`config.mk`:
```
export PLATFORM = sky130hd
export DESIGN_NAME = timeline_playback_event_sequencer
export DESIGN_NICKNAME = d
export VERILOG_FILES = /design/src/tpes_pkg.sv /design/src/timeline_playback_event_sequencer.sv /design/src/tpes_div.sv /design/src/tpes_front.sv /design/src/tpes_queue.sv /design/src/tpes_back.sv
export SDC_FILE = /design/constraint.sdc
export NUM_CORES = 2
export LEC_CHECK = 0
export BUFFER_PORTS_ARGS = -buffer_cell sky130_fd_sc_hd__buf_2
export CAP_MARGIN = 10
export CORE_UTILIZATION = 55
export DETAILED_ROUTE_END_ITERATION = 8
export PLACE_DENSITY = 0.71
export SYNTH_ARGS = -nofsm -noshare
export SYNTH_HDL_FRONTEND = slang
export SYNTH_SLANG_ARGS = --single-unit
```
`constraint.sdc`:
```
create_clock -name clk -period 9.7 [get_ports clk]
set_clock_uncertainty 0.15 [all_clocks]
set_input_delay 0.97 -clock clk [delete_from_list [all_inputs] [get_ports clk]]
set_output_delay 0.97 -clock clk [all_outputs]
set_load 0.02 [all_outputs]
```
`src/tpes_pkg.sv`:
```
// Shared types, constants and the event-window helper for the timeline sequencer.
// No dependencies; imported by every module of the block.
package tpes_pkg;

	localparam int DEF_EVENT_SLOTS = 16;
	localparam int QDEPTH = 4;
	localparam int DIV_W = 41;

	typedef logic [3:0] op_t;
	localparam op_t OP_TICK       = 4'd0;
	localparam op_t OP_PLAY       = 4'd1;
	localparam op_t OP_PLAY_START = 4'd2;
	localparam op_t OP_REVERSE    = 4'd3;
	localparam op_t OP_REV_END    = 4'd4;
	localparam op_t OP_STOP       = 4'd5;
	localparam op_t OP_SET_POS    = 4'd6;
	localparam op_t OP_SET_CLAMP  = 4'd7;
	localparam op_t OP_WRITE_EV   = 4'd8;

	typedef logic [1:0] cmd_t;
	localparam cmd_t CMD_SCAN  = 2'd0;
	localparam cmd_t CMD_WRITE = 2'd1;
	localparam cmd_t CMD_STAT  = 2'd2;

	typedef struct packed {
		logic [31:0] length;
		logic [15:0] rate;
		logic        looping;
	} cfg_t;

	// pos doubles as the event time for CMD_WRITE
	typedef struct packed {
		cmd_t        cmd;
		logic [32:0] lo;
		logic [32:0] hi;
		logic        empty;
		logic [31:0] pos;
		logic        playing;
		logic        reversing;
		logic        fin;
		logic [3:0]  slot;
		logic        ev_en;
	} qent_t;

	// inclusive [lo,hi] window crossed by a move from old to newp
	function automatic qent_t scan_ent(input logic [31:0] old, input logic [31:0] newp,
			input logic [31:0] len, input logic bw, input logic pl, input logic rv);
		qent_t e;
		logic [32:0] hiex;
		e = '0;
		hiex = '0;
		e.cmd = CMD_SCAN;
		e.pos = newp;
		e.playing = pl;
		e.reversing = rv;
		if (!bw) begin
			hiex = {1'b0, newp} + ((newp == len) ? 33'd1 : 33'd0);
			e.lo = {1'b0, old};
			e.hi = hiex - 33'd1;
			e.empty = (hiex == 33'd0);
		end else begin
			e.lo = (newp == 32'd0) ? 33'd0 : ({1'b0, newp} + 33'd1);
			e.hi = {1'b0, old};
			e.empty = 1'b0;
		end
		return e;
	endfunction

endpackage

```
`src/timeline_playback_event_sequencer.sv`:
```
// Timeline playback event sequencer: the input and result channels use valid/stall,
// and an APB-style port holds timeline_length, play_rate and looping at 0x0, 0x4, 0x8.
// An input beat carries a command; each beat yields zero or more event-fired result
// beats (ascending slot order per window), then exactly one status beat with last set.
// Commands enter the front end, which owns position, playing and direction. A tick
// goes through a 32x16 multiply and evaluation; a looping wrap also runs the serial
// remainder unit. Commands then pass through a four-entry queue to the back end,
// which scans the event table one slot per cycle unless it waits on a hit: one pass
// of all slots per window, two windows on a wrap. A new beat is taken once the front
// end has queued the previous one, while the back end still scans. The result
// register holds a beat while result_stall is high; the scan waits on a hit until
// that beat leaves, and a full queue holds the front end. Reset clears position,
// flags, all event valid bits and restores register defaults (length 5.0, rate 1.0,
// no loop).
module timeline_playback_event_sequencer import tpes_pkg::*; #(
	parameter int EVENT_SLOTS = DEF_EVENT_SLOTS
) (
	input  logic        clk,
	input  logic        arst_n,
	input  logic        psel,
	input  logic        penable,
	input  logic        pwrite,
	input  logic [3:0]  paddr,
	input  logic [31:0] pwdata,
	output logic [31:0] prdata,
	output logic        pready,
	input  logic        item_valid,
	output logic        item_stall,
	input  logic [3:0]  operation,
	input  logic [31:0] delta_time,
	input  logic [31:0] time_value,
	input  logic        fire_events,
	input  logic [3:0]  event_slot,
	input  logic        event_enable,
	output logic        result_valid,
	input  logic        result_stall,
	output logic        kind,
	output logic [3:0]  fired_event,
	output logic [31:0] position_now,
	output logic        is_playing,
	output logic        is_reversing,
	output logic        finished,
	output logic        last
);
	localparam logic [1:0] REG_LENGTH = 2'd0;
	localparam logic [1:0] REG_RATE   = 2'd1;
	localparam logic [1:0] REG_LOOP   = 2'd2;

	cfg_t  cfg_q;
	logic  wr_en;
	logic  push, pop, q_empty, q_full;
	qent_t push_data, head;

	assign pready = 1'b1;
	assign wr_en = psel && penable && pwrite && pready;

	always_ff @(posedge clk or negedge arst_n) begin
		if (!arst_n) begin
			cfg_q.length <= 32'd327680;
			cfg_q.rate <= 16'd256;
			cfg_q.looping <= 1'b0;
		end else if (wr_en) begin
			case (paddr[3:2])
				REG_LENGTH: cfg_q.length <= pwdata;
				REG_RATE: cfg_q.rate <= pwdata[15:0];
				REG_LOOP: cfg_q.looping <= pwdata[0];
				default: ;
			endcase
		end
	end

	always_comb begin
		case (paddr[3:2])
			REG_LENGTH: prdata = cfg_q.length;
			REG_RATE: prdata = {16'd0, cfg_q.rate};
			REG_LOOP: prdata = {31'd0, cfg_q.looping};
			default: prdata = '0;
		endcase
	end

	tpes_front u_front (
		.clk(clk), .arst_n(arst_n), .cfg(cfg_q),
		.item_valid(item_valid), .item_stall(item_stall),
		.operation(operation), .delta_time(delta_time), .time_value(time_value),
		.fire_events(fire_events), .event_slot(event_slot), .event_enable(event_enable),
		.q_full(q_full), .push_valid(push), .push_data(push_data)
	);

	tpes_queue #(.DEPTH(QDEPTH)) u_queue (
		.clk(clk), .arst_n(arst_n), .push(push), .push_data(push_data),
		.pop(pop), .head(head), .empty(q_empty), .full(q_full)
	);

	tpes_back #(.EVENT_SLOTS(EVENT_SLOTS)) u_back (
		.clk(clk), .arst_n(arst_n), .head(head), .q_empty(q_empty), .pop(pop),
		.result_valid(result_valid), .result_stall(result_stall),
		.kind(kind), .fired_event(fired_event), .position_now(position_now),
		.is_playing(is_playing), .is_reversing(is_reversing),
		.finished(finished), .last(last)
	);
endmodule

```
`src/tpes_div.sv`:
```
// Restoring remainder unit, one quotient bit per cycle, for loop wraps.
// Depends on tpes_pkg.
module tpes_div import tpes_pkg::*; (
	input  logic             clk,
	input  logic             arst_n,
	input  logic             start,
	input  logic [DIV_W-1:0] dividend,
	input  logic [31:0]      divisor,
	output logic             done,
	output logic [31:0]      rem
);
	localparam int CNT_W = $clog2(DIV_W + 1);

	logic [DIV_W-1:0] num_q;
	logic [31:0]      rem_q;
	logic [CNT_W-1:0] cnt_q;
	logic             done_q;
	logic [32:0]      shifted;

	assign shifted = {rem_q, num_q[DIV_W-1]};

	always_ff @(posedge clk or negedge arst_n) begin
		if (!arst_n) begin
			cnt_q <= '0;
			done_q <= 1'b0;
		end else if (start) begin
			cnt_q <= CNT_W'(DIV_W);
			done_q <= 1'b0;
		end else if (cnt_q != '0) begin
			cnt_q <= cnt_q - 1'b1;
			done_q <= (cnt_q == CNT_W'(1));
		end else begin
			done_q <= 1'b0;
		end
	end

	always_ff @(posedge clk) begin
		if (start) begin
			num_q <= dividend;
			rem_q <= '0;
		end else if (cnt_q != '0) begin
			num_q <= num_q << 1;
			rem_q <= (shifted >= {1'b0, divisor}) ? 32'(shifted - {1'b0, divisor})
				: shifted[31:0];
		end
	end

	assign done = done_q;
	assign rem = rem_q;
endmodule

```
`src/tpes_front.sv`:
```
// Front end: accepts beats, owns playback state, computes moves and queues commands.
// Depends on tpes_pkg and tpes_div.
module tpes_front import tpes_pkg::*; (
	input  logic        clk,
	input  logic        arst_n,
	input  cfg_t        cfg,
	input  logic        item_valid,
	output logic        item_stall,
	input  logic [3:0]  operation,
	input  logic [31:0] delta_time,
	input  logic [31:0] time_value,
	input  logic        fire_events,
	input  logic [3:0]  event_slot,
	input  logic        event_enable,
	input  logic        q_full,
	output logic        push_valid,
	output qent_t       push_data
);
	typedef enum logic [6:0] {
		F_IDLE  = 7'b0000001,
		F_DEC   = 7'b0000010,
		F_MUL   = 7'b0000100,
		F_EVAL  = 7'b0001000,
		F_DIV   = 7'b0010000,
		F_FINAL = 7'b0100000,
		F_STAT  = 7'b1000000
	} fstate_t;

	fstate_t     state_q;
	logic [31:0] pos_q, np_q;
	logic        playing_q, bw_q, fin_q, dir_q;
	op_t         op_q;
	logic [31:0] delta_q, tv_q;
	logic        fire_q, en_q;
	logic [3:0]  slot_q;
	logic [47:0] prod_q;

	logic [15:0] ar;
	logic        neg, fwd, over_f, over_b, eval_loop;
	logic [39:0] mag;
	logic [40:0] sum41;
	logic        div_start, div_done;
	logic [DIV_W-1:0] div_num;
	logic [31:0] div_rem;

	assign ar = cfg.rate[15] ? 16'(~cfg.rate + 16'd1) : cfg.rate;
	assign neg = cfg.rate[15] ^ bw_q;
	assign mag = prod_q[47:8];
	assign sum41 = {9'b0, pos_q} + {1'b0, mag};
	assign fwd = (mag != '0) && !neg;
	assign over_f = fwd && (sum41 > {9'b0, cfg.length});
	assign over_b = neg && (mag > {8'b0, pos_q});
	assign eval_loop = (over_f || over_b) && cfg.looping;
	assign div_start = (state_q == F_EVAL) && eval_loop && !q_full && (cfg.length != '0);
	assign div_num = over_f ? (sum41 - 41'd1) : {1'b0, 40'(mag - {8'b0, pos_q})};
	assign item_stall = (state_q != F_IDLE);

	tpes_div u_div (
		.clk(clk), .arst_n(arst_n), .start(div_start), .dividend(div_num),
		.divisor(cfg.length), .done(div_done), .rem(div_rem)
	);

	always_comb begin
		push_valid = 1'b0;
		push_data = '0;
		case (state_q)
			F_DEC: begin
				push_valid = (op_q == OP_WRITE_EV) && !q_full;
				push_data.cmd = CMD_WRITE;
				push_data.pos = tv_q;
				push_data.slot = slot_q;
				push_data.ev_en = en_q;
			end
			F_EVAL: begin
				push_valid = eval_loop && !q_full;
				push_data = over_f
					? scan_ent(pos_q, cfg.length, cfg.length, bw_q, playing_q, playing_q & bw_q)
					: scan_ent(pos_q, 32'd0, cfg.length, bw_q, playing_q, playing_q & bw_q);
			end
			F_FINAL: begin
				push_valid = !q_full;
				push_data = scan_ent(pos_q, np_q, cfg.length, bw_q, playing_q,
					playing_q & bw_q);
			end
			F_STAT: begin
				push_valid = !q_full;
				push_data.cmd = CMD_STAT;
				push_data.pos = pos_q;
				push_data.playing = playing_q;
				push_data.reversing = playing_q & bw_q;
				push_data.fin = fin_q;
			end
			default: ;
		endcase
	end

	always_ff @(posedge clk or negedge arst_n) begin
		if (!arst_n) begin
			state_q <= F_IDLE;
			pos_q <= '0;
			playing_q <= 1'b0;
			bw_q <= 1'b0;
			fin_q <= 1'b0;
		end else begin
			case (state_q)
				F_IDLE: if (item_valid) state_q <= F_DEC;
				F_DEC: begin
					fin_q <= 1'b0;
					state_q <= F_STAT;
					case (op_q)
						OP_TICK: if (playing_q) state_q <= F_MUL;
						OP_PLAY: begin bw_q <= 1'b0; playing_q <= 1'b1; end
						OP_PLAY_START: begin
							pos_q <= '0; bw_q <= 1'b0; playing_q <= 1'b1;
						end
						OP_REVERSE: begin bw_q <= 1'b1; playing_q <= 1'b1; end
						OP_REV_END: begin
							pos_q <= cfg.length; bw_q <= 1'b1; playing_q <= 1'b1;
						end
						OP_STOP: playing_q <= 1'b0;
						OP_SET_POS: begin
							if (fire_q) begin
								np_q <= tv_q;
								state_q <= F_FINAL;
							end else begin
								pos_q <= tv_q;
							end
						end
						OP_SET_CLAMP: pos_q <= (tv_q > cfg.length) ? cfg.length : tv_q;
						OP_WRITE_EV: if (q_full) state_q <= F_DEC;
						default: ;
					endcase
				end
				F_MUL: state_q <= F_EVAL;
				F_EVAL: begin
					if (eval_loop) begin
						if (!q_full) begin
							dir_q <= over_b;
							pos_q <= over_f ? 32'd0 : cfg.length;
							if (cfg.length == '0) begin
								np_q <= '0;
								state_q <= F_FINAL;
							end else begin
								state_q <= F_DIV;
							end
						end
					end else if (over_f) begin
						np_q <= cfg.length;
						playing_q <= 1'b0;
						fin_q <= 1'b1;
						state_q <= F_FINAL;
					end else if (over_b) begin
						np_q <= '0;
						playing_q <= 1'b0;
						fin_q <= 1'b1;
						state_q <= F_FINAL;
					end else begin
						np_q <= neg ? (pos_q - mag[31:0]) : (fwd ? sum41[31:0] : pos_q);
						state_q <= F_FINAL;
					end
				end
				F_DIV: begin
					if (div_done) begin
						if (dir_q)
							np_q <= (div_rem == '0) ? 32'd0 : (cfg.length - div_rem);
						else
							np_q <= div_rem + 32'd1;
						state_q <= F_FINAL;
					end
				end
				F_FINAL: begin
					if (!q_full) begin
						pos_q <= np_q;
						state_q <= F_STAT;
					end
				end
				F_STAT: if (!q_full) state_q <= F_IDLE;
				default: state_q <= F_IDLE;
			endcase
		end
	end

	always_ff @(posedge clk) begin
		if (state_q == F_IDLE && item_valid) begin
			op_q <= operation;
			delta_q <= delta_time;
			tv_q <= time_value;
			fire_q <= fire_events;
			slot_q <= event_slot;
			en_q <= event_enable;
		end
		if (state_q == F_MUL)
			prod_q <= 48'(delta_q) * 48'(ar);
	end

	a_div_to_final: assert property (@(posedge clk) disable iff (!arst_n)
		(state_q == F_DIV) && div_done |=> (state_q == F_FINAL))
		else $error("divider result not consumed");
endmodule

```
`src/tpes_queue.sv`:
```
// Command queue between front and back ends.
// Depends on tpes_pkg.
module tpes_queue import tpes_pkg::*; #(
	parameter int DEPTH = QDEPTH
) (
	input  logic  clk,
	input  logic  arst_n,
	input  logic  push,
	input  qent_t push_data,
	input  logic  pop,
	output qent_t head,
	output logic  empty,
	output logic  full
);
	localparam int PW = (DEPTH > 1) ? $clog2(DEPTH) : 1;
	localparam int CW = $clog2(DEPTH + 1);

	qent_t         mem_q [DEPTH];
	logic [PW-1:0] wr_q, rd_q;
	logic [CW-1:0] cnt_q;

	assign empty = (cnt_q == '0);
	assign full = (cnt_q == CW'(DEPTH));
	assign head = mem_q[rd_q];

	always_ff @(posedge clk or negedge arst_n) begin
		if (!arst_n) begin
			wr_q <= '0;
			rd_q <= '0;
			cnt_q <= '0;
		end else begin
			if (push)
				wr_q <= (wr_q == PW'(DEPTH - 1)) ? '0 : wr_q + 1'b1;
			if (pop)
				rd_q <= (rd_q == PW'(DEPTH - 1)) ? '0 : rd_q + 1'b1;
			if (push && !pop)
				cnt_q <= cnt_q + 1'b1;
			else if (pop && !push)
				cnt_q <= cnt_q - 1'b1;
		end
	end

	always_ff @(posedge clk) begin
		if (push)
			mem_q[wr_q] <= push_data;
	end

	a_no_overflow: assert property (@(posedge clk) disable iff (!arst_n) !(push && full))
		else $error("queue push while full");
	a_no_underflow: assert property (@(posedge clk) disable iff (!arst_n) !(pop && empty))
		else $error("queue pop while empty");
endmodule

```
`src/tpes_back.sv`:
```
// Back end: owns the event table, scans windows one slot per cycle unless held on a hit, drives result beats.
// Depends on tpes_pkg.
module tpes_back import tpes_pkg::*; #(
	parameter int EVENT_SLOTS = DEF_EVENT_SLOTS
) (
	input  logic        clk,
	input  logic        arst_n,
	input  qent_t       head,
	input  logic        q_empty,
	output logic        pop,
	output logic        result_valid,
	input  logic        result_stall,
	output logic        kind,
	output logic [3:0]  fired_event,
	output logic [31:0] position_now,
	output logic        is_playing,
	output logic        is_reversing,
	output logic        finished,
	output logic        last
);
	localparam int IW = (EVENT_SLOTS > 1) ? $clog2(EVENT_SLOTS) : 1;

	logic [31:0]            times_q [EVENT_SLOTS];
	logic [EVENT_SLOTS-1:0] valid_q;
	logic [IW-1:0]          idx_q;
	logic                   rv_q;
	logic                   emit_ok, hit, is_scan, is_stat, is_write, load, scan_adv;
	logic [32:0]            t33;

	assign emit_ok = !rv_q || !result_stall;
	assign is_scan = !q_empty && (head.cmd == CMD_SCAN);
	assign is_stat = !q_empty && (head.cmd == CMD_STAT);
	assign is_write = !q_empty && (head.cmd == CMD_WRITE);
	assign t33 = {1'b0, times_q[idx_q]};
	assign hit = valid_q[idx_q] && !head.empty && (t33 >= head.lo) && (t33 <= head.hi);
	assign scan_adv = is_scan && (!hit || emit_ok);
	assign load = (is_scan && hit && emit_ok) || (is_stat && emit_ok);
	assign pop = (scan_adv && (idx_q == IW'(EVENT_SLOTS - 1))) || (is_stat && emit_ok)
		|| is_write;

	always_ff @(posedge clk or negedge arst_n) begin
		if (!arst_n) begin
			valid_q <= '0;
			idx_q <= '0;
			rv_q <= 1'b0;
		end else begin
			if (is_write && (32'(head.slot) < EVENT_SLOTS))
				valid_q[IW'(head.slot)] <= head.ev_en;
			if (scan_adv)
				idx_q <= (idx_q == IW'(EVENT_SLOTS - 1)) ? '0 : idx_q + 1'b1;
			if (load)
				rv_q <= 1'b1;
			else if (!result_stall)
				rv_q <= 1'b0;
		end
	end

	always_ff @(posedge clk) begin
		if (is_write && (32'(head.slot) < EVENT_SLOTS))
			times_q[IW'(head.slot)] <= head.pos;
		if (load) begin
			kind <= is_stat;
			fired_event <= is_stat ? 4'd0 : 4'(idx_q);
			position_now <= head.pos;
			is_playing <= head.playing;
			is_reversing <= head.reversing;
			finished <= is_stat & head.fin;
			last <= is_stat;
		end
	end

	assign result_valid = rv_q;

	a_idx_rests: assert property (@(posedge clk) disable iff (!arst_n)
		!is_scan |=> (idx_q == '0) || is_scan)
		else $error("scan index left mid-table");
endmodule

```
==> results.txt <==
The flow ran to the end, but the final reports show violations. The final reports fail on DRC. The average instance area after synthesis was 11.4 um2. The worst setup path is captured at a register. For the pin with the worst max-slew slack, the measured transition is 1.36 ns. The final number of hold-violating endpoints came out at 0.

The largest individual stage delay along the critical path comes from the cell fa_1. edfxtp_1 takes more of the synthesized area than any other cell. In the synthesized netlist, the number of instances is 7742. The synthesized design contains 1334 register bits. Of all nets on the critical path, the largest fanout is 16. STA classifies the critical path startpoint as a register. The worst hold path belongs to the class input port to register.

The Yosys step of the flow raised 0 warnings. The filler cells instantiated in the layout total 12498. Startpoint of the most critical register-to-register path: cfg_q[3]. The share of the clock period used by the worst path after layout came out at 94.4%.

In this run the count of I/O pins placed on the die edge is 193. Summing all flip-flop and latch instances after layout gives 39100 um2. The first detailed-routing pass ran for 9 iterations. Global routing consumed, over all layers together, 37.8% of the routing resources.

The root buffer selected by CTS was clkbuf_16. The total area inside the core boundary comes to 159000 um2. In this run the worst setup path terminates at u_front.prod_q[46]. Summed over all layers, the routed wires come to 306000 um. Buffers added to address setup during post-CTS repair amount to 0.

Global routing finished with a remaining overflow of 0. The logs give 221000 um for the HPWL after detailed placement and 8.77% for the headroom to the max-slew limit. The initial utilization of the core area, before any placement, comes to 55.5%. For the number of antenna violations at the first check in global routing, the log shows 6.

Entering global routing, the biggest net connects 80 pins. The maximum root-to-sink buffer count is 3. Ranked by total cell area, the synthesized netlist is headed by edfxtp_1, fa_1, mux4_2. Setup repair after global routing left no endpoint under its margin. The final standard cell area without fillers is 97200 um2. The most numerous cell in the Yosys netlist is edfxtp_1.

The run gives 0 as the number of violations of the max-capacitance limit. The smallest clock period supported by the final layout is computed as 9.16 ns. The arrival time reported for the critical path endpoint is 9.54 ns. The die footprint is 162000 um2. The routed length per instance came out at 30.3 um. For the final count of pins violating max slew, the log shows 0. In this run the critical register-to-register path is captured at u_front.prod_q[46].

The first routing iteration left 8405 violations. The post-synthesis cell type count was 101; the number of vias after detailed routing was 66454. The run gives 8705 as the net count of the mapped netlist.

The main flop type after synthesis is edfxtp_1. The clock drives 1334 sinks. After synthesis, the largest area contributor takes up 40.1% of total cell area. The buffers plus inverters on the worst setup path is 4, and the signed area change from the synthesized netlist to the final layout is 10.3%.

The critical path data required time is 10.08 ns. The highest cell delay on the worst timing path works out to 0.58 ns. The area occupied by multi-input gates is 44700 um2.

The cell area after synthesis was 88200 um2; the clock latency on the worst-skew pair was 0.84 ns. Measured along the x axis, the die boundary spans 402 um. The share of layout cells above drive strength 1 is 13.5%, and the number of enable flip-flop cells after synthesis is 1176.

The CTS clock-pin slew for the worst setup and hold paths works out to 0.06 ns. Setup violations remaining at the end of the flow were counted as 0. The slack of the worst reg-to-reg path was 0.54 ns; the logic depth of the worst path, buffers included was 30.

Counting cells, the worst reg-to-reg path comes to 30. Cell family with the largest share of critical-path delay: adder cells. The tools report the H-tree depth as 4. For the final routed database, the setup TNS stands at 0 ns. The area after detailed placement was 92500 um2. Chip height: 402 um. The number of buffers added by the clock tree synthesis step is 141.

The type of the worst setup path was register to register. The share of the Yosys chip area taken by registers is 44.4%. The fraction of registers with async set or reset after synthesis was 9.45%; the post-detailed-route count of antenna-violating nets was 0. Port buffering added 189 buffers. Via-per-instance ratio: 6.59. For the global placer's final weighted congestion, the log shows 1.06. TritonCTS built the clock tree. Counting instances in the post-synthesis netlist gives the leading cell types as edfxtp_1, nand2_1, inv_1, fa_1, ha_1. For this run, the post-layout net count is 8860. The most critical setup path has its startpoint at cfg_q[3]. The run gives 66030 as the via count of the first global-routing pass.

The first global-routing pass estimated 446000 um of wire. Maximum achievable frequency: 109 MHz. By instance count, the cell type seen most on the critical path is fa_1.

Row generation in the floorplan step produced 146 rows. After detailed routing, the number of remaining DRC violations is 9.
## worst register-to-register path, delay by kind of cell, from the launching register on
family	cells	cell delay, ns
AO/OA/AOI/OAI	7	1.85
XOR/XNOR	2	0.56
adder cells (fa/ha/maj)	7	3.57
buffers and inverters	4	0.60
flip-flops	1	0.46
AND/OR/NAND/NOR	10	1.65
## placed cells by master (no fill, tap or decap), types with 59 or more instances in the layout
cell / synthesis / final
and2_1: 199 / 194
clkbuf_16: 0 / 141
mux4_2: 272 / 272
ha_1: 423 / 423
a22oi_1: 59 / 59
nand3_1: 138 / 137
a21o_1: 125 / 125
a21oi_1: 319 / 317
o21ai_0: 248 / 248
nor2_1: 354 / 334
inv_1: 793 / 793
nand4_1: 97 / 97
xnor2_1: 296 / 283
dfrtp_1: 122 / 116
edfxtp_1: 1176 / 1176
xor2_1: 117 / 115
buf_2: 11 / 188
nand2_1: 844 / 843
buf_4: 3 / 240
a211oi_1: 77 / 77
nor3_1: 152 / 149
fa_1: 423 / 423
nor4_1: 85 / 84
## per-stage QoR
stage | hold slack [ns] | std cells | utilization (%) | setup WS [ns]
2_1_floorplan | 0.291 | 7742 | - | 1.82
3_3_place_gp | 0.334 | 9825 | 58.3 | 0.824
3_5_place_dp | 0.344 | 9825 | 58.3 | 0.677
4_1_cts | 0.106 | 10084 | 61.2 | 0.514
5_1_grt | 0.140 | 10084 | 61.2 | 0.0542
6_report | 0.157 | 10090 | 61.2 | 0.543
## how the worst min path moves through the flow
stage / cells after the start / end / start
floorplan: 1 / u_front.fin_q / u_front.fin_q
global placement: 1 / u_back.valid_q[6] / u_back.valid_q[6]
detailed placement: 1 / u_back.valid_q[6] / u_back.valid_q[6]
CTS: 1 / u_front.delta_q[28] / delta_time[28]
global route: 1 / u_front.tv_q[5] / time_value[5]
finish: 1 / u_front.tv_q[0] / time_value[0]
## per-layer routing
layer	global-route usage (%)	routed length, um	vias to the layer above
met1	49.5	116000	33211
met3	8.96	33200	876
met5	0	50	-
met4	21.2	20500	6
li1	-	-	28268
met2	58.1	136000	4093
## area by class of cell
cell class / count / share of cell area, %
repair buffers: 443 / 3.10
multi-input cells: 5169 / 46.0
clock inverters: 86 / 1.02
well taps: 2072 / 2.67
diodes: 6 / 0.0154
clock buffers: 172 / 3.79
flip-flops and latches: 1334 / 40.3
inverters: 808 / 3.12
## kinds of logic (layout without fill, tap and decap cells)
logic type | Yosys count | count (layout) | synth area share, %
AND/OR/NAND/NOR | 2139 | 2139 | 11.6
flip-flops | 1334 | 1334 | 44.4
other | 1 | 7 | 0.00425
adder cells (fa/ha/maj) | 846 | 846 | 15.6
multiplexers | 377 | 377 | 8.25
buffers and inverters | 1239 | 1509 | 5.34
AO/OA/AOI/OAI | 1392 | 1392 | 10.7
XOR/XNOR | 414 | 414 | 4.12
## sequential cells by signal (all words and copies together) (netlist names), 32 cells and up
name,cells
u_front.u_div.num_q,41
u_front.pos_q,32
u_front.np_q,32
u_front.prod_q,40
u_front.tv_q,32
u_front.delta_q,32
u_front.u_div.rem,32
u_back.position_now,32
u_queue.mem_q,436
cfg_q,49
u_back.times_q,512
## timing repair
action                                  in CTS  in global routing
endpoints found under the setup margin       0                  2
resized for setup                            0                  2
hold endpoints to repair                     3                  0
hold buffers                                 1                  0
Power is not shown: default switching activity piles up to over one toggle a cycle in this logic, so the estimate is an artifact.
